<file path="src/rtl/bere_pkg.sv">
`timescale 1ns / 1ps

package bere_pkg;

    // Border coordinates are 10 bits, so position arithmetic wraps at 1024.
    localparam int GRID_SIZE = 1024;
    localparam int POS_W     = $clog2(GRID_SIZE);
    localparam int WIDTH_W   = POS_W + 1;
    localparam int ID_W      = 16;
    localparam int LINE_W    = 10;
    localparam int CLU_W     = 10;
    localparam int APB_AW    = 3;
    localparam int APB_DW    = 32;

    localparam logic [WIDTH_W-1:0] MAX_WIDTH_RST = WIDTH_W'(6);

    typedef enum logic [0:0] {
        REG_END_STYLE = 1'b0,
        REG_MAX_WIDTH = 1'b1
    } t_reg_idx;

    typedef struct packed {
        logic               end_style;
        logic [WIDTH_W-1:0] max_width;
    } t_cfg;

    typedef struct packed {
        logic [POS_W-1:0]  cell_pos;
        logic              near_blocked;
        logic              far_blocked;
        logic              segment_last;
        logic [LINE_W-1:0] border_line;
        logic              orientation;
        logic [CLU_W-1:0]  cluster_row;
        logic [CLU_W-1:0]  cluster_col;
    } t_item;

    typedef struct packed {
        logic [ID_W-1:0]    id;
        logic [POS_W-1:0]   pos;
        logic [LINE_W-1:0]  line;
        logic [WIDTH_W-1:0] width;
        logic               orientation;
        logic [CLU_W-1:0]   cluster_row;
        logic [CLU_W-1:0]   cluster_col;
        logic               last;
    } t_entrance;

    // Words handed from the run tracker to the output queue together, in a single push.
    typedef struct packed {
        logic [1:0] cnt;
        t_entrance  e0;
        t_entrance  e1;
    } t_push;

endpackage

</file>
<file path="src/rtl/bere_cfg.sv">
`timescale 1ns / 1ps

module bere_cfg (
    input  logic                       i_clk,
    input  logic                       i_rst_n,
    input  logic                       psel,
    input  logic                       penable,
    input  logic                       pwrite,
    input  logic [bere_pkg::APB_AW-1:0] paddr,
    input  logic [bere_pkg::APB_DW-1:0] pwdata,
    output logic [bere_pkg::APB_DW-1:0] prdata,
    output logic                       pready,
    output bere_pkg::t_cfg             o_cfg
);
    import bere_pkg::*;

    logic               r_end_style;
    logic [WIDTH_W-1:0] r_max_width;
    logic               w_wr;
    t_reg_idx           w_idx;

    assign pready = 1'b1;
    assign w_wr   = psel & penable & pwrite & pready;
    assign w_idx  = t_reg_idx'(paddr[2]);

    always_ff @(posedge i_clk) begin
        if (!i_rst_n) begin
            r_end_style <= 1'b0;
            r_max_width <= MAX_WIDTH_RST;
        end else if (w_wr) begin
            unique case (w_idx)
                REG_END_STYLE: r_end_style <= pwdata[0];
                REG_MAX_WIDTH: r_max_width <= pwdata[WIDTH_W-1:0];
                default: ;
            endcase
        end
    end

    always_comb begin
        prdata = '0;
        unique case (w_idx)
            REG_END_STYLE: prdata = {{(APB_DW-1){1'b0}}, r_end_style};
            REG_MAX_WIDTH: prdata = {{(APB_DW-WIDTH_W){1'b0}}, r_max_width};
            default:       prdata = '0;
        endcase
    end

    assign o_cfg.end_style = r_end_style;
    assign o_cfg.max_width = r_max_width;

endmodule

</file>
<file path="src/rtl/bere_run.sv">
`timescale 1ns / 1ps

module bere_run (
    input  logic            i_clk,
    input  logic            i_rst_n,
    input  bere_pkg::t_cfg  i_cfg,
    input  logic            i_in_valid,
    input  bere_pkg::t_item i_item,
    output logic            o_in_stall,
    input  logic [1:0]      i_free,
    output bere_pkg::t_push o_push
);
    import bere_pkg::*;

    logic               r_in_valid;
    t_item              r_in;
    logic               r_run_open;
    logic [POS_W-1:0]   r_run_first;
    logic [ID_W-1:0]    r_next_id;

    logic               w_blocked;
    logic               w_close;
    logic [POS_W-1:0]   w_first;
    logic [POS_W-1:0]   w_end;
    logic [POS_W-1:0]   w_diff;
    logic [WIDTH_W-1:0] w_width;
    logic [POS_W-1:0]   w_mid;
    logic               w_split;
    logic [1:0]         w_need;
    logic               w_adv;
    logic               w_accept;
    t_entrance          w_e0;
    t_entrance          w_e1;

    // A blocked pair ends an open run one position back; an open pair on the
    // last position of a segment ends the run including itself.
    assign w_blocked = r_in.near_blocked | r_in.far_blocked;
    assign w_first   = r_run_open ? r_run_first : r_in.cell_pos;
    assign w_close   = w_blocked ? r_run_open : r_in.segment_last;
    assign w_end     = w_blocked ? (r_in.cell_pos - POS_W'(1)) : r_in.cell_pos;
    assign w_diff    = w_end - w_first;
    assign w_width   = {1'b0, w_diff} + WIDTH_W'(1);
    assign w_mid     = w_first + {1'b0, w_diff[POS_W-1:1]};
    assign w_split   = i_cfg.end_style & (w_width > i_cfg.max_width);
    assign w_need    = !w_close ? 2'd0 : (w_split ? 2'd2 : 2'd1);

    assign w_adv      = r_in_valid & (w_need <= i_free);
    assign o_in_stall = r_in_valid & ~w_adv;
    assign w_accept   = i_in_valid & ~o_in_stall;

    always_comb begin
        w_e0.id          = r_next_id;
        w_e0.pos         = w_split ? w_first : w_mid;
        w_e0.line        = r_in.border_line;
        w_e0.width       = w_split ? WIDTH_W'(1) : w_width;
        w_e0.orientation = r_in.orientation;
        w_e0.cluster_row = r_in.cluster_row;
        w_e0.cluster_col = r_in.cluster_col;
        w_e0.last        = ~w_split;

        w_e1             = w_e0;
        w_e1.id          = r_next_id + ID_W'(1);
        w_e1.pos         = w_end;
        w_e1.width       = WIDTH_W'(1);
        w_e1.last        = 1'b1;
    end

    assign o_push.cnt = w_adv ? w_need : 2'd0;
    assign o_push.e0  = w_e0;
    assign o_push.e1  = w_e1;

    always_ff @(posedge i_clk) begin
        if (!i_rst_n) begin
            r_in_valid  <= 1'b0;
            r_run_open  <= 1'b0;
            r_run_first <= '0;
            r_next_id   <= '0;
        end else begin
            if (w_accept) begin
                r_in_valid <= 1'b1;
            end else if (w_adv) begin
                r_in_valid <= 1'b0;
            end
            if (w_adv) begin
                r_next_id <= r_next_id + ID_W'(w_need);
                if (w_close) begin
                    r_run_open <= 1'b0;
                end else if (!w_blocked) begin
                    r_run_open  <= 1'b1;
                    r_run_first <= w_first;
                end
            end
        end
    end

    always_ff @(posedge i_clk) begin
        if (w_accept) begin
            r_in <= i_item;
        end
    end

    a_close_clears_run: assert property (@(posedge i_clk) disable iff (!i_rst_n)
        (w_adv && w_close) |=> !r_run_open)
        else $error("run still open after it was closed");

    a_id_tracks_count: assert property (@(posedge i_clk) disable iff (!i_rst_n)
        w_adv |=> r_next_id == $past(r_next_id) + ID_W'($past(w_need)))
        else $error("entrance id counter out of step with emitted words");

    a_split_is_narrow: assert property (@(posedge i_clk) disable iff (!i_rst_n)
        (o_push.cnt == 2'd2) |-> (o_push.e0.width == WIDTH_W'(1) && !o_push.e0.last))
        else $error("split run produced a wide or final first entrance");

endmodule

</file>
<file path="src/rtl/bere_outq.sv">
`timescale 1ns / 1ps

module bere_outq (
    input  logic                i_clk,
    input  logic                i_rst_n,
    input  bere_pkg::t_push     i_push,
    output logic [1:0]          o_free,
    output logic                o_out_valid,
    input  logic                i_out_stall,
    output bere_pkg::t_entrance o_head
);
    import bere_pkg::*;

    logic [1:0] r_cnt;
    logic [1:0] n_cnt;
    t_entrance  r_q0;
    t_entrance  r_q1;
    t_entrance  n_q0;
    t_entrance  n_q1;
    logic       w_pop;
    logic [1:0] w_base;

    assign o_out_valid = (r_cnt != 2'd0);
    assign o_head      = r_q0;
    assign w_pop       = o_out_valid & ~i_out_stall;
    assign w_base      = r_cnt - {1'b0, w_pop};
    // Room counts the slot freed by a word leaving in this same cycle.
    assign o_free      = 2'd2 - w_base;
    assign n_cnt       = w_base + i_push.cnt;

    always_comb begin
        n_q0 = w_pop ? r_q1 : r_q0;
        n_q1 = r_q1;
        if (i_push.cnt != 2'd0) begin
            if (w_base == 2'd0) begin
                n_q0 = i_push.e0;
            end else begin
                n_q1 = i_push.e0;
            end
        end
        if (i_push.cnt == 2'd2) begin
            n_q1 = i_push.e1;
        end
    end

    always_ff @(posedge i_clk) begin
        if (!i_rst_n) begin
            r_cnt <= 2'd0;
        end else begin
            r_cnt <= n_cnt;
        end
    end

    always_ff @(posedge i_clk) begin
        r_q0 <= n_q0;
        r_q1 <= n_q1;
    end

    a_cnt_bound: assert property (@(posedge i_clk) disable iff (!i_rst_n)
        r_cnt <= 2'd2)
        else $error("output queue count beyond its depth");

    a_push_fits: assert property (@(posedge i_clk) disable iff (!i_rst_n)
        i_push.cnt <= o_free)
        else $error("entrances pushed without room in the output queue");

    a_split_pair_whole: assert property (@(posedge i_clk) disable iff (!i_rst_n)
        (r_cnt != 2'd0 && !r_q0.last) |-> r_cnt == 2'd2)
        else $error("first end entrance queued without its partner");

endmodule

</file>
<file path="src/rtl/border_entrance_run_detector.sv">
`timescale 1ns / 1ps

// Border entrance run detector.
// Input channel (i_in_valid / o_in_stall) takes one cell pair of a cluster
// border per word. Output channel (o_out_valid / i_out_stall) gives one
// entrance per word; run_last marks the last entrance caused by a pair.
// Configuration (end_style at 0x0, max_width at 0x4) is written through the
// APB port by the user, only while the block is idle; the block itself does
// not enforce this. A pair accepted on the input is registered, evaluated,
// and its entrances go into the output queue, whose head drives the output.
// Throughput: one pair per cycle. A wide run in end style yields two words,
// which the two-entry output queue drains one per cycle; the input stalls
// only when that queue has no room for the words the held pair produces.
// When the receiver stalls, the queue fills, then the input register holds
// its pair and o_in_stall rises, so nothing is lost.
// Reset clears the open run, the entrance id counter (to 0), the queue, and
// sets end_style to 0 and max_width to 6.
module border_entrance_run_detector (
    input  logic                          i_clk,
    input  logic                          i_rst_n,
    input  logic                          psel,
    input  logic                          penable,
    input  logic                          pwrite,
    input  logic [bere_pkg::APB_AW-1:0]   paddr,
    input  logic [bere_pkg::APB_DW-1:0]   pwdata,
    output logic [bere_pkg::APB_DW-1:0]   prdata,
    output logic                          pready,
    input  logic                          i_in_valid,
    output logic                          o_in_stall,
    input  logic [bere_pkg::POS_W-1:0]    i_cell_pos,
    input  logic                          i_near_blocked,
    input  logic                          i_far_blocked,
    input  logic                          i_segment_last,
    input  logic [bere_pkg::LINE_W-1:0]   i_border_line,
    input  logic                          i_orientation,
    input  logic [bere_pkg::CLU_W-1:0]    i_cluster_row,
    input  logic [bere_pkg::CLU_W-1:0]    i_cluster_col,
    output logic                          o_out_valid,
    input  logic                          i_out_stall,
    output logic [bere_pkg::ID_W-1:0]     o_entrance_id,
    output logic [bere_pkg::POS_W-1:0]    o_entrance_pos,
    output logic [bere_pkg::LINE_W-1:0]   o_entrance_line,
    output logic [bere_pkg::WIDTH_W-1:0]  o_entrance_width,
    output logic                          o_out_orientation,
    output logic [bere_pkg::CLU_W-1:0]    o_out_cluster_row,
    output logic [bere_pkg::CLU_W-1:0]    o_out_cluster_col,
    output logic                          o_run_last
);
    import bere_pkg::*;

    t_cfg       w_cfg;
    t_item      w_item;
    t_push      w_push;
    t_entrance  w_head;
    logic [1:0] w_free;

    assign w_item.cell_pos     = i_cell_pos;
    assign w_item.near_blocked = i_near_blocked;
    assign w_item.far_blocked  = i_far_blocked;
    assign w_item.segment_last = i_segment_last;
    assign w_item.border_line  = i_border_line;
    assign w_item.orientation  = i_orientation;
    assign w_item.cluster_row  = i_cluster_row;
    assign w_item.cluster_col  = i_cluster_col;

    bere_cfg u_cfg (
        .i_clk   (i_clk),
        .i_rst_n (i_rst_n),
        .psel    (psel),
        .penable (penable),
        .pwrite  (pwrite),
        .paddr   (paddr),
        .pwdata  (pwdata),
        .prdata  (prdata),
        .pready  (pready),
        .o_cfg   (w_cfg)
    );

    bere_run u_run (
        .i_clk      (i_clk),
        .i_rst_n    (i_rst_n),
        .i_cfg      (w_cfg),
        .i_in_valid (i_in_valid),
        .i_item     (w_item),
        .o_in_stall (o_in_stall),
        .i_free     (w_free),
        .o_push     (w_push)
    );

    bere_outq u_outq (
        .i_clk       (i_clk),
        .i_rst_n     (i_rst_n),
        .i_push      (w_push),
        .o_free      (w_free),
        .o_out_valid (o_out_valid),
        .i_out_stall (i_out_stall),
        .o_head      (w_head)
    );

    assign o_entrance_id     = w_head.id;
    assign o_entrance_pos    = w_head.pos;
    assign o_entrance_line   = w_head.line;
    assign o_entrance_width  = w_head.width;
    assign o_out_orientation = w_head.orientation;
    assign o_out_cluster_row = w_head.cluster_row;
    assign o_out_cluster_col = w_head.cluster_col;
    assign o_run_last        = w_head.last;

endmodule
</file>
<file path="config.mk">
export PLATFORM = sky130hd
export DESIGN_NAME = border_entrance_run_detector
export DESIGN_NICKNAME = d
export VERILOG_FILES = /design/src/rtl/bere_pkg.sv /design/src/rtl/bere_cfg.sv /design/src/rtl/bere_run.sv /design/src/rtl/bere_outq.sv /design/src/rtl/border_entrance_run_detector.sv
export SDC_FILE = /design/constraint.sdc
export NUM_CORES = 1
export LEC_CHECK = 0
export ABC_AREA = 1
export BUFFER_PORTS_ARGS = -buffer_cell sky130_fd_sc_hd__buf_2
export CAP_MARGIN = 20
export CORE_ASPECT_RATIO = 0.7
export CORE_UTILIZATION = 30
export DETAILED_ROUTE_END_ITERATION = 7
export GPL_TIMING_DRIVEN = 0
export PLACE_DENSITY = 0.5
export SLEW_MARGIN = 20
export SYNTH_ARGS = -nofsm -noshare
export SYNTH_HDL_FRONTEND = slang
export SYNTH_SLANG_ARGS = --single-unit
</file>
<file path="constraint.sdc">
create_clock -name i_clk -period 9.1 [get_ports i_clk]
set_input_delay 1.82 -clock i_clk [delete_from_list [all_inputs] [get_ports i_clk]]
set_output_delay 1.82 -clock i_clk [all_outputs]
set_load 0.01 [all_outputs]
</file>
==> impl_metrics.env, run 1 <==
export IMPL_p_leak_nw=6.01
export IMPL_postSynthAreaPerCell_um2=8.23
export IMPL_dpl_cell_area_um2=12400
export IMPL_nNetsFinal=1650
export IMPL_pre_cts_slack_ns=0.468
export IMPL_power_density_nw_per_um2=317
export IMPL_critical_path_class="reg -> out"
export IMPL_timing_hold_ws_ns=0.428
export IMPL_crit_family="simple AND/OR/NAND/NOR gates"
export IMPL_pwr_share_comb_pct=41.5
export IMPL_cts_path_max_buffers=3
export IMPL_postLayoutCoreUtil_pct=36.7
export IMPL_clk_latency_ns=0.54
export IMPL_path_depth=29
export IMPL_dp_hpwl_mm=24.2
export IMPL_ys_warn_count=0
export IMPL_die_y_um=162
export IMPL_min_path_type="reg -> reg"
export IMPL_maxCapViolations=0
export IMPL_io_buffers=144
export IMPL_async_reset_ff_share_pct=0
export IMPL_drc=0
export IMPL_fill_cells=3763
export IMPL_drv_slew=0
export IMPL_post_route_period_util_pct=93.1
export IMPL_final_cell_mix="nand2_1 (317), inv_1 (160), buf_2 (154), nor2_1 (153), dfxtp_1 (123)"
export IMPL_path_clk_slew_ns=0.06
export IMPL_crit_buf_inv=6
export IMPL_grt_pass1_vias=8625
export IMPL_synth_area_leaders="edfxtp_1 (28%), dfxtp_1 (22%), nand2_1 (11%)"
export IMPL_rsz0062_at_grt="false"
export IMPL_end_kind="output port"
export IMPL_wirelength_mm=32.4
export IMPL_dieArea_um2=37300
export IMPL_syn_area_um2=11000
export IMPL_overflow=0
export IMPL_cp_slowest_cell="o21ai_0"
export IMPL_slew_headroom_pct=52.7
export IMPL_first_pass_iters=5
export IMPL_place_congestion=0.890
export IMPL_cts_root_buf="clkbuf_16"
export IMPL_ant_nets=0
export IMPL_vias=9356
export IMPL_finalCriticalPeriod_ns=8.48
export IMPL_synth_distinct_cells=48
export IMPL_cp_arrival_ns=6.66
export IMPL_hold_depth=2
export IMPL_setup_ws_ns=0.625
export IMPL_ioPinCount=190
export IMPL_grt_pass1_wl_mm=49.7
export IMPL_synth_edf_count=101
export IMPL_area_growth_pct=20.1
export IMPL_wl_per_cell_um=16.0
export IMPL_synth_seq_cells=224
export IMPL_outcome="finished, final reports clean"
export IMPL_p_int_w=0.00250
export IMPL_cts_tree="done"
export IMPL_hold_viol=0
export IMPL_fmax_mhz=118
export IMPL_fin_worst_skew_ns=0.00946
export IMPL_finalSetupViolCount=0
export IMPL_synth_top_area_share_pct=27.7
export IMPL_numClockSinks=224
export IMPL_core_rowCount=58
export IMPL_cts_buffers=25
export IMPL_r2r_cells=36
export IMPL_required_ns=7.28
export IMPL_initialDrtViolationCount=760
export IMPL_swShare_pct=40.2
export IMPL_worst_pin_slew_ns=0.709
export IMPL_fp_coreArea_um2=35900
export IMPL_vdd_drop_max_mv=0.131
export IMPL_synthFlopType="dfxtp_1"
export IMPL_grt_max_degree=67
export IMPL_yosysTopAreaCell="edfxtp_1"
export IMPL_grtUsageTotal_pct=17.3
export IMPL_max_stage_delay_ns=0.49
export IMPL_syn_inst=1332
export IMPL_initial_core_util_pct=30.5
export IMPL_htree_levels=1
export IMPL_tns_ns=0
export IMPL_layout_commonest_cell="nand2_1"
export IMPL_worstSetupStartpointType="flip-flop"
export IMPL_drive_above_1_share_pct=18.2
export IMPL_ys_seq_area_share_pct=50.1
export IMPL_power_switching_w=0.00168
export IMPL_pwr_share_clk_pct=23.2
export IMPL_critPathMaxFanout=8
export IMPL_final_cell_area_um2=13200
export IMPL_via_per_inst=4.62
export IMPL_p_seq_share_pct=35.3
export IMPL_die_w_um=231
export IMPL_antenna_found_initial=1
## state kept, by name, summed over array words and instances (netlist names)
register           flops
u_outq.r_q1           69
u_run.r_next_id       16
u_cfg.r_max_width     11
u_outq.r_cnt           2
u_outq.o_head         69
u_run.r_run_first     10
u_run.r_in_valid       1
u_run.r_in            13
u_run.r_run_open       1
u_run.o_push          31
u_cfg.r_end_style      1
## layout make-up
class	instances	area, µm²	share of cell area [%]
plain buffers	70	403	3.06
flip-flops and latches	224	5500	41.7
diodes	1	2.50	0.0190
clock buffers	35	684	5.20
inverters	175	659	5.01
clock inverters	10	81.3	0.618
multi-input cells	883	4500	34.2
repair buffers	145	741	5.63
well taps	480	601	4.56
## power by group through the flow
stage	Sequential, W	Combinational (W)	Clock, W
6_report	0.00148	0.00173	0.000970
5_1_grt	0.00150	0.00196	0.00104
4_1_cts	0.00148	0.00173	0.00100
3_5_place_dp	0.00150	0.00172	0
3_3_place_gp	0.00150	0.00169	0
2_1_floorplan	0.00152	0.00108	0
## cell usage after synthesis, types with 25 or more instances
cell / instances
nand2_1: 317
inv_1: 161
nor2_1: 153
dfxtp_1: 123
edfxtp_1: 101
o21ai_0: 70
a21oi_1: 66
a31oi_1: 53
nand3_1: 45
ha_1: 37
clkbuf_1: 31
buf_4: 25
## worst min-delay path, cell delays in order (launching register included)
cell and delay (ns):
dfxtp_1 0.31, inv_1 0.05, nand2_1 0.05
## timing repair
action / in CTS / in global routing
setup buffers: 0 / 0
hold buffers: 0 / 0
resized for setup: 0 / 3
setup endpoints to repair: 0 / 66
## worst paths after layout
check                       from         endpoint  slack, ns
setup / recovery  u_run.r_in[34]       o_in_stall       0.62
hold / removal    u_outq.r_q1[0]   u_outq.r_q1[0]       0.43
setup reg to reg  u_run.r_in[34]  u_outq.r_q1[56]       0.81
hold reg to reg   u_outq.r_q1[0]   u_outq.r_q1[0]       0.43
## per-stage QoR
stage	cells	power [W]
after detailed placement	1977	0.00322
after floorplan	1352	0.00260
final	2023	0.00418
after global routing	2022	0.00450
after global placement	1976	0.00319
after CTS	2022	0.00421
## cells by family after synthesis
family / synth area share, %
XOR/XNOR: 1.83
flip-flops: 50.1
AND/OR/NAND/NOR: 22.2
adder cells (fa/ha/maj): 4.77
other: 0.0685
AO/OA/AOI/OAI: 11.4
buffers and inverters: 9.65
## routing by layer
| metal | up-vias | track usage, % | wire length, µm |
|---|---|---|---|
| met3 | 41 | 3.00 | 2100 |
| met4 | 0 | 3.76 | 657 |
| met2 | 258 | 23.8 | 12500 |
| li1 | 4691 | - | - |
| met1 | 4366 | 27.4 | 17200 |
| met5 | - | 0 | 0 |
No activity file was read; power rests on OpenSTA's default activity.
==> run 2, diff against run 1 <==
--- a/config.mk
+++ b/config.mk
@@ -13,6 +13,7 @@
 export DETAILED_ROUTE_END_ITERATION = 7
 export GPL_TIMING_DRIVEN = 0
 export PLACE_DENSITY = 0.5
+export RECOVER_POWER = 50
 export SLEW_MARGIN = 20
 export SYNTH_ARGS = -nofsm -noshare
 export SYNTH_HDL_FRONTEND = slang
==> run 2 against run 1 <==
Compared with the run above: maximum frequency down 0.29%; critical path depth stayed put; clock power hardly changed; combinational power shrank 2%; die area unchanged; count of clock-buffer cells in the layout unchanged; critical path type unchanged; largest cell class unchanged; highest routed layer unchanged; design area is 0.97% lower; global-route usage stayed put; core utilization is 0.36 points lower; hold slack about the same; setup slack got worse by 0.025 ns; flip-flop and latch count unchanged.
==> impl_metrics.env, run 2 (same netlist as run 1, synthesis figures left out) <==
export IMPL_postCtsHoldBufs=0
export IMPL_outcome="finished, final reports clean"
export IMPL_die_y_um=162
export IMPL_cp_arrival_ns=6.68
export IMPL_grt_pass1_vias=8625
export IMPL_p_leak_nw=5.75
export IMPL_place_inst=1977
export IMPL_vias=9373
export IMPL_wl_per_cell_um=16.1
export IMPL_grtUsageTotal_pct=17.3
export IMPL_path_clk_slew_ns=0.06
export IMPL_hold_depth=2
export IMPL_cts_tree="done"
export IMPL_overflow=0
export IMPL_htree_levels=1
export IMPL_layout_commonest_cell="nand2_1"
export IMPL_nNetsFinal=1650
export IMPL_dieArea_um2=37300
export IMPL_end_kind="output port"
export IMPL_ioPinCount=190
export IMPL_maxCapViolations=0
export IMPL_core_rowCount=58
export IMPL_fin_worst_skew_ns=0.00871
export IMPL_fp_coreArea_um2=35900
export IMPL_cts_buffers=25
export IMPL_finalCriticalPeriod_ns=8.50
export IMPL_grt_max_degree=67
export IMPL_max_stage_delay_ns=0.50
export IMPL_vdd_drop_max_mv=0.131
export IMPL_fin_cells=2023
export IMPL_slew_headroom_pct=36.6
export IMPL_final_cell_mix="nand2_1 (318), inv_1 (163), nor2_1 (155), clkbuf_1 (124), dfxtp_1 (123)"
export IMPL_fmax_mhz=118
export IMPL_die_w_um=231
export IMPL_numClockSinks=224
export IMPL_worst_pin_slew_ns=0.950
export IMPL_ff_latch_area_um2=5500
export IMPL_post_route_period_util_pct=93.4
export IMPL_io_buffers=144
export IMPL_multi_input_area_um2=4490
export IMPL_power_density_nw_per_um2=317
export IMPL_place_congestion=0.890
export IMPL_tns_ns=0
export IMPL_first_pass_iters=5
export IMPL_wirelength_mm=32.5
export IMPL_critical_path_class="reg -> out"
export IMPL_required_ns=7.28
export IMPL_critPathMaxFanout=8
export IMPL_initial_core_util_pct=30.5
export IMPL_cts_path_max_buffers=3
export IMPL_cts_root_buf="clkbuf_16"
export IMPL_area_growth_pct=18.9
export IMPL_timing_hold_ws_ns=0.428
export IMPL_cp_slowest_cell="o21ai_0"
export IMPL_drive_above_1_share_pct=12.4
export IMPL_min_path_type="reg -> reg"
export IMPL_drc=0
export IMPL_finalSetupViolCount=0
export IMPL_via_per_inst=4.63
export IMPL_ant_nets=0
export IMPL_drv_slew=0
export IMPL_worstSetupStartpointType="flip-flop"
export IMPL_rsz0062_at_grt="false"
export IMPL_grt_pass1_wl_mm=49.7
export IMPL_dp_hpwl_mm=24.2
export IMPL_post_cts_setup_buffers=0
export IMPL_clk_latency_ns=0.54
export IMPL_r2r_cells=36
export IMPL_antenna_found_initial=1
export IMPL_hold_viol=0
export IMPL_fill_cells=3814
export IMPL_cts_resized=0
export IMPL_initialDrtViolationCount=785
run 2: cell types whose count changed in the layout (fill, tap and decap cells not counted), moves of 2 or more:
cell,delta
buf_2,-84
clkbuf_1,+84
inv_1,+3
inv_2,-3
nor2_1,+2
nor2_2,-2
run 2: final timing paths:
| path | start | endpoint | slack (ns) |
|---|---|---|---|
| worst max register to register | u_run.r_in[34] | u_outq.r_q1[57] | 0.74 |
| worst min-delay path | u_outq.r_q1[0] | u_outq.r_q1[0] | 0.43 |
| worst max-delay path | u_run.r_in[34] | o_in_stall | 0.60 |
| worst min register to register | u_outq.r_q1[0] | u_outq.r_q1[0] | 0.43 |
run 2: final cells by class:
class / instances / share of cell area, %
Clock buffer: 35 / 5.25
Timing Repair Buffer: 145 / 4.77
Buffer: 70 / 3.08
Multi-Input combinational cell: 883 / 34.5
Tap cell: 480 / 4.61
Antenna cell: 1 / 0.0192
Clock inverter: 10 / 0.624
Sequential cell: 224 / 42.1
Inverter: 175 / 5.06
run 2: routing by layer:
layer | part of all wire (%) | up-vias | routed length (µm) | GRT usage, %
li1 | - | 4687 | - | -
met1 | 53 | 4398 | 17300 | 27.4
met4 | 2.0 | 0 | 655 | 3.76
met2 | 39 | 250 | 12500 | 23.8
met5 | 0 | - | 0 | 0
met3 | 6.3 | 38 | 2060 | 3.00
run 2: through the flow:
stage	util (%)	power [W]	instance area, µm²	setup slack (ns)
floorplan	-	0.00260	11000	2.49
global route	36.3	0.00446	13000	0.0889
CTS	36.6	0.00421	13200	0.414
global placement	34.4	0.00319	12400	0.503
finish	36.3	0.00414	13000	0.600
detailed placement	34.5	0.00322	12400	0.468
run 2: critical path, delay by kind of cell, from the launching register on:
kind	cells	cell delay (ns)
XOR/XNOR	1	0.31
buffers and inverters	6	0.83
AND/OR/NAND/NOR	15	2.27
AO/OA/AOI/OAI	3	1.02
adder cells (fa/ha/maj)	4	1.31
flip-flops	1	0.42
run 2: report_power, final:
| group | switching, W | internal (W) | total, W | leakage [nW] |
|---|---|---|---|---|
| combinational | 0.00111 | 0.000576 | 0.00169 | 3.35 |
| clock | 0.000415 | 0.000553 | 0.000969 | 0.372 |
| sequential | 0.000160 | 0.00132 | 0.00148 | 2.02 |
| total | 0.00169 | 0.00245 | 0.00414 | 5.75 |
==> run 3, diff against run 2 <==
--- a/config.mk
+++ b/config.mk
@@ -6,13 +6,12 @@
 export NUM_CORES = 1
 export LEC_CHECK = 0
 export ABC_AREA = 1
-export BUFFER_PORTS_ARGS = -buffer_cell sky130_fd_sc_hd__buf_2
 export CAP_MARGIN = 20
 export CORE_ASPECT_RATIO = 0.7
 export CORE_UTILIZATION = 30
 export DETAILED_ROUTE_END_ITERATION = 7
+export DONT_BUFFER_PORTS = 1
 export GPL_TIMING_DRIVEN = 0
-export PLACE_DENSITY = 0.5
 export RECOVER_POWER = 50
 export SLEW_MARGIN = 20
 export SYNTH_ARGS = -nofsm -noshare
==> run 3 against run 2 <==
Compared with the run above: total power shrank 1.7%; maximum frequency grew 0.23%; count of clock-buffer cells in the layout unchanged; flip-flop and latch count did not move; sequential power grew 8%; sequential share of layout area is 1.9 points higher; global-route usage shrank 0.35 points; via count shrank 5.0%; largest power group is now registers.
==> impl_metrics.env, run 3 (same netlist as run 1, synthesis figures left out) <==
export IMPL_outcome="finished, final reports clean"
export IMPL_tns_ns=0
export IMPL_grt_max_degree=67
export IMPL_dp_hpwl_mm=24.1
export IMPL_cts_buffers=25
export IMPL_vias=8906
export IMPL_drv_slew=0
export IMPL_rsz0062_at_grt="false"
export IMPL_cts_path_max_buffers=3
export IMPL_io_buffers=0
export IMPL_drc=0
export IMPL_ant_nets=0
export IMPL_fill_cells=3755
export IMPL_fp_coreArea_um2=35900
export IMPL_crit_buf_inv=8
export IMPL_initial_core_util_pct=30.5
export IMPL_layout_commonest_cell="nand2_1"
export IMPL_postCtsHoldBufs=0
export IMPL_via_per_inst=4.73
export IMPL_cts_resized=0
export IMPL_wl_per_cell_um=16.9
export IMPL_grtUsageTotal_pct=16.9
export IMPL_required_ns=7.28
export IMPL_power_density_nw_per_um2=326
export IMPL_finalCriticalPeriod_ns=8.48
export IMPL_multi_input_area_um2=4490
export IMPL_htree_levels=1
export IMPL_vdd_drop_max_mv=0.178
export IMPL_path_clk_slew_ns=0.06
export IMPL_maxCapViolations=0
export IMPL_critPathMaxFanout=10
export IMPL_dieArea_um2=37300
export IMPL_overflow=0
export IMPL_fin_worst_skew_ns=0.0223
export IMPL_place_congestion=0.933
export IMPL_post_cts_setup_buffers=0
export IMPL_crit_top_cell="nand2_1"
export IMPL_power_w=0.00407
export IMPL_core_rowCount=58
export IMPL_critical_path_class="reg -> out"
export IMPL_post_route_period_util_pct=93.2
export IMPL_drive_above_1_share_pct=9.71
export IMPL_p_leak_nw=5.43
export IMPL_worst_pin_slew_ns=0.819
export IMPL_initialDrtViolationCount=724
export IMPL_die_y_um=162
export IMPL_fmax_mhz=118
export IMPL_clk_latency_ns=0.55
export IMPL_ff_latch_area_um2=5500
export IMPL_end_kind="output port"
export IMPL_max_stage_delay_ns=0.53
export IMPL_hold_viol=0
export IMPL_timing_hold_ws_ns=0.430
export IMPL_setup_ws_ns=0.619
export IMPL_final_cell_mix="nand2_1 (318), inv_1 (162), nor2_1 (154), dfxtp_1 (123), edfxtp_1 (101)"
export IMPL_slew_headroom_pct=45.3
export IMPL_finalSetupViolCount=0
export IMPL_wirelength_mm=31.7
export IMPL_area_growth_pct=13.9
export IMPL_die_w_um=231
export IMPL_nNetsFinal=1507
export IMPL_grt_pass1_vias=8311
export IMPL_cts_tree="done"
export IMPL_min_path_type="reg -> reg"
export IMPL_numClockSinks=224
export IMPL_pre_cts_slack_ns=0.311
export IMPL_crit_family="simple AND/OR/NAND/NOR gates"
export IMPL_cp_slowest_cell="fa_1"
export IMPL_first_pass_iters=5
export IMPL_cp_arrival_ns=6.66
export IMPL_antenna_found_initial=7
export IMPL_cts_root_buf="clkbuf_16"
export IMPL_grt_pass1_wl_mm=48.5
export IMPL_worstSetupStartpointType="flip-flop"
export IMPL_ioPinCount=190
[run 3: per-stage QoR]
step | area (µm²) | std cells | util [%]
floorplan | 11000 | 1352 | -
CTS | 12500 | 1880 | 34.8
detailed placement | 11700 | 1834 | 32.5
global placement | 11600 | 1832 | 32.4
finish | 12500 | 1882 | 34.8
global route | 12500 | 1880 | 34.8
[run 3: worst min-delay path: stages, from the launching register on]
cell,delay [ns]
dfxtp_1,0.30
inv_1,0.05
nand2_1,0.05
[run 3: final cells by class]
class	count	area share, %
Buffer	70	3.24
Sequential cell	224	44.0
Clock inverter	11	0.952
Antenna cell	2	0.0401
Clock buffer	35	5.63
Inverter	175	5.28
Timing Repair Buffer	2	0.100
Multi-Input combinational cell	883	36.0
Tap cell	480	4.81
[run 3: report_power, final]
group          internal, W  total, W  switching (W)
combinational     0.000507   0.00146       0.000950
sequential         0.00132   0.00160       0.000273
clock             0.000597   0.00102       0.000421
total              0.00243   0.00407        0.00164
[run 3: routing by layer]
layer / global-route usage, % / share of wire [%]
met2: 23.4 / 39
met1: 25.1 / 48
met4: 4.39 / 2.4
met3: 5.21 / 9.9
met5: 0 / 0.13
[run 3: final timing paths]
kind,startpoint,end,slack (ns),depth (start not counted)
setup / recovery,u_run.r_run_open,o_in_stall,0.62,30
setup reg to reg,u_run.r_run_open,u_outq.r_q1[57],0.85,36
hold reg to reg,u_outq.r_q1[0],u_outq.r_q1[0],0.43,2
hold / removal,u_outq.r_q1[0],u_outq.r_q1[0],0.43,2
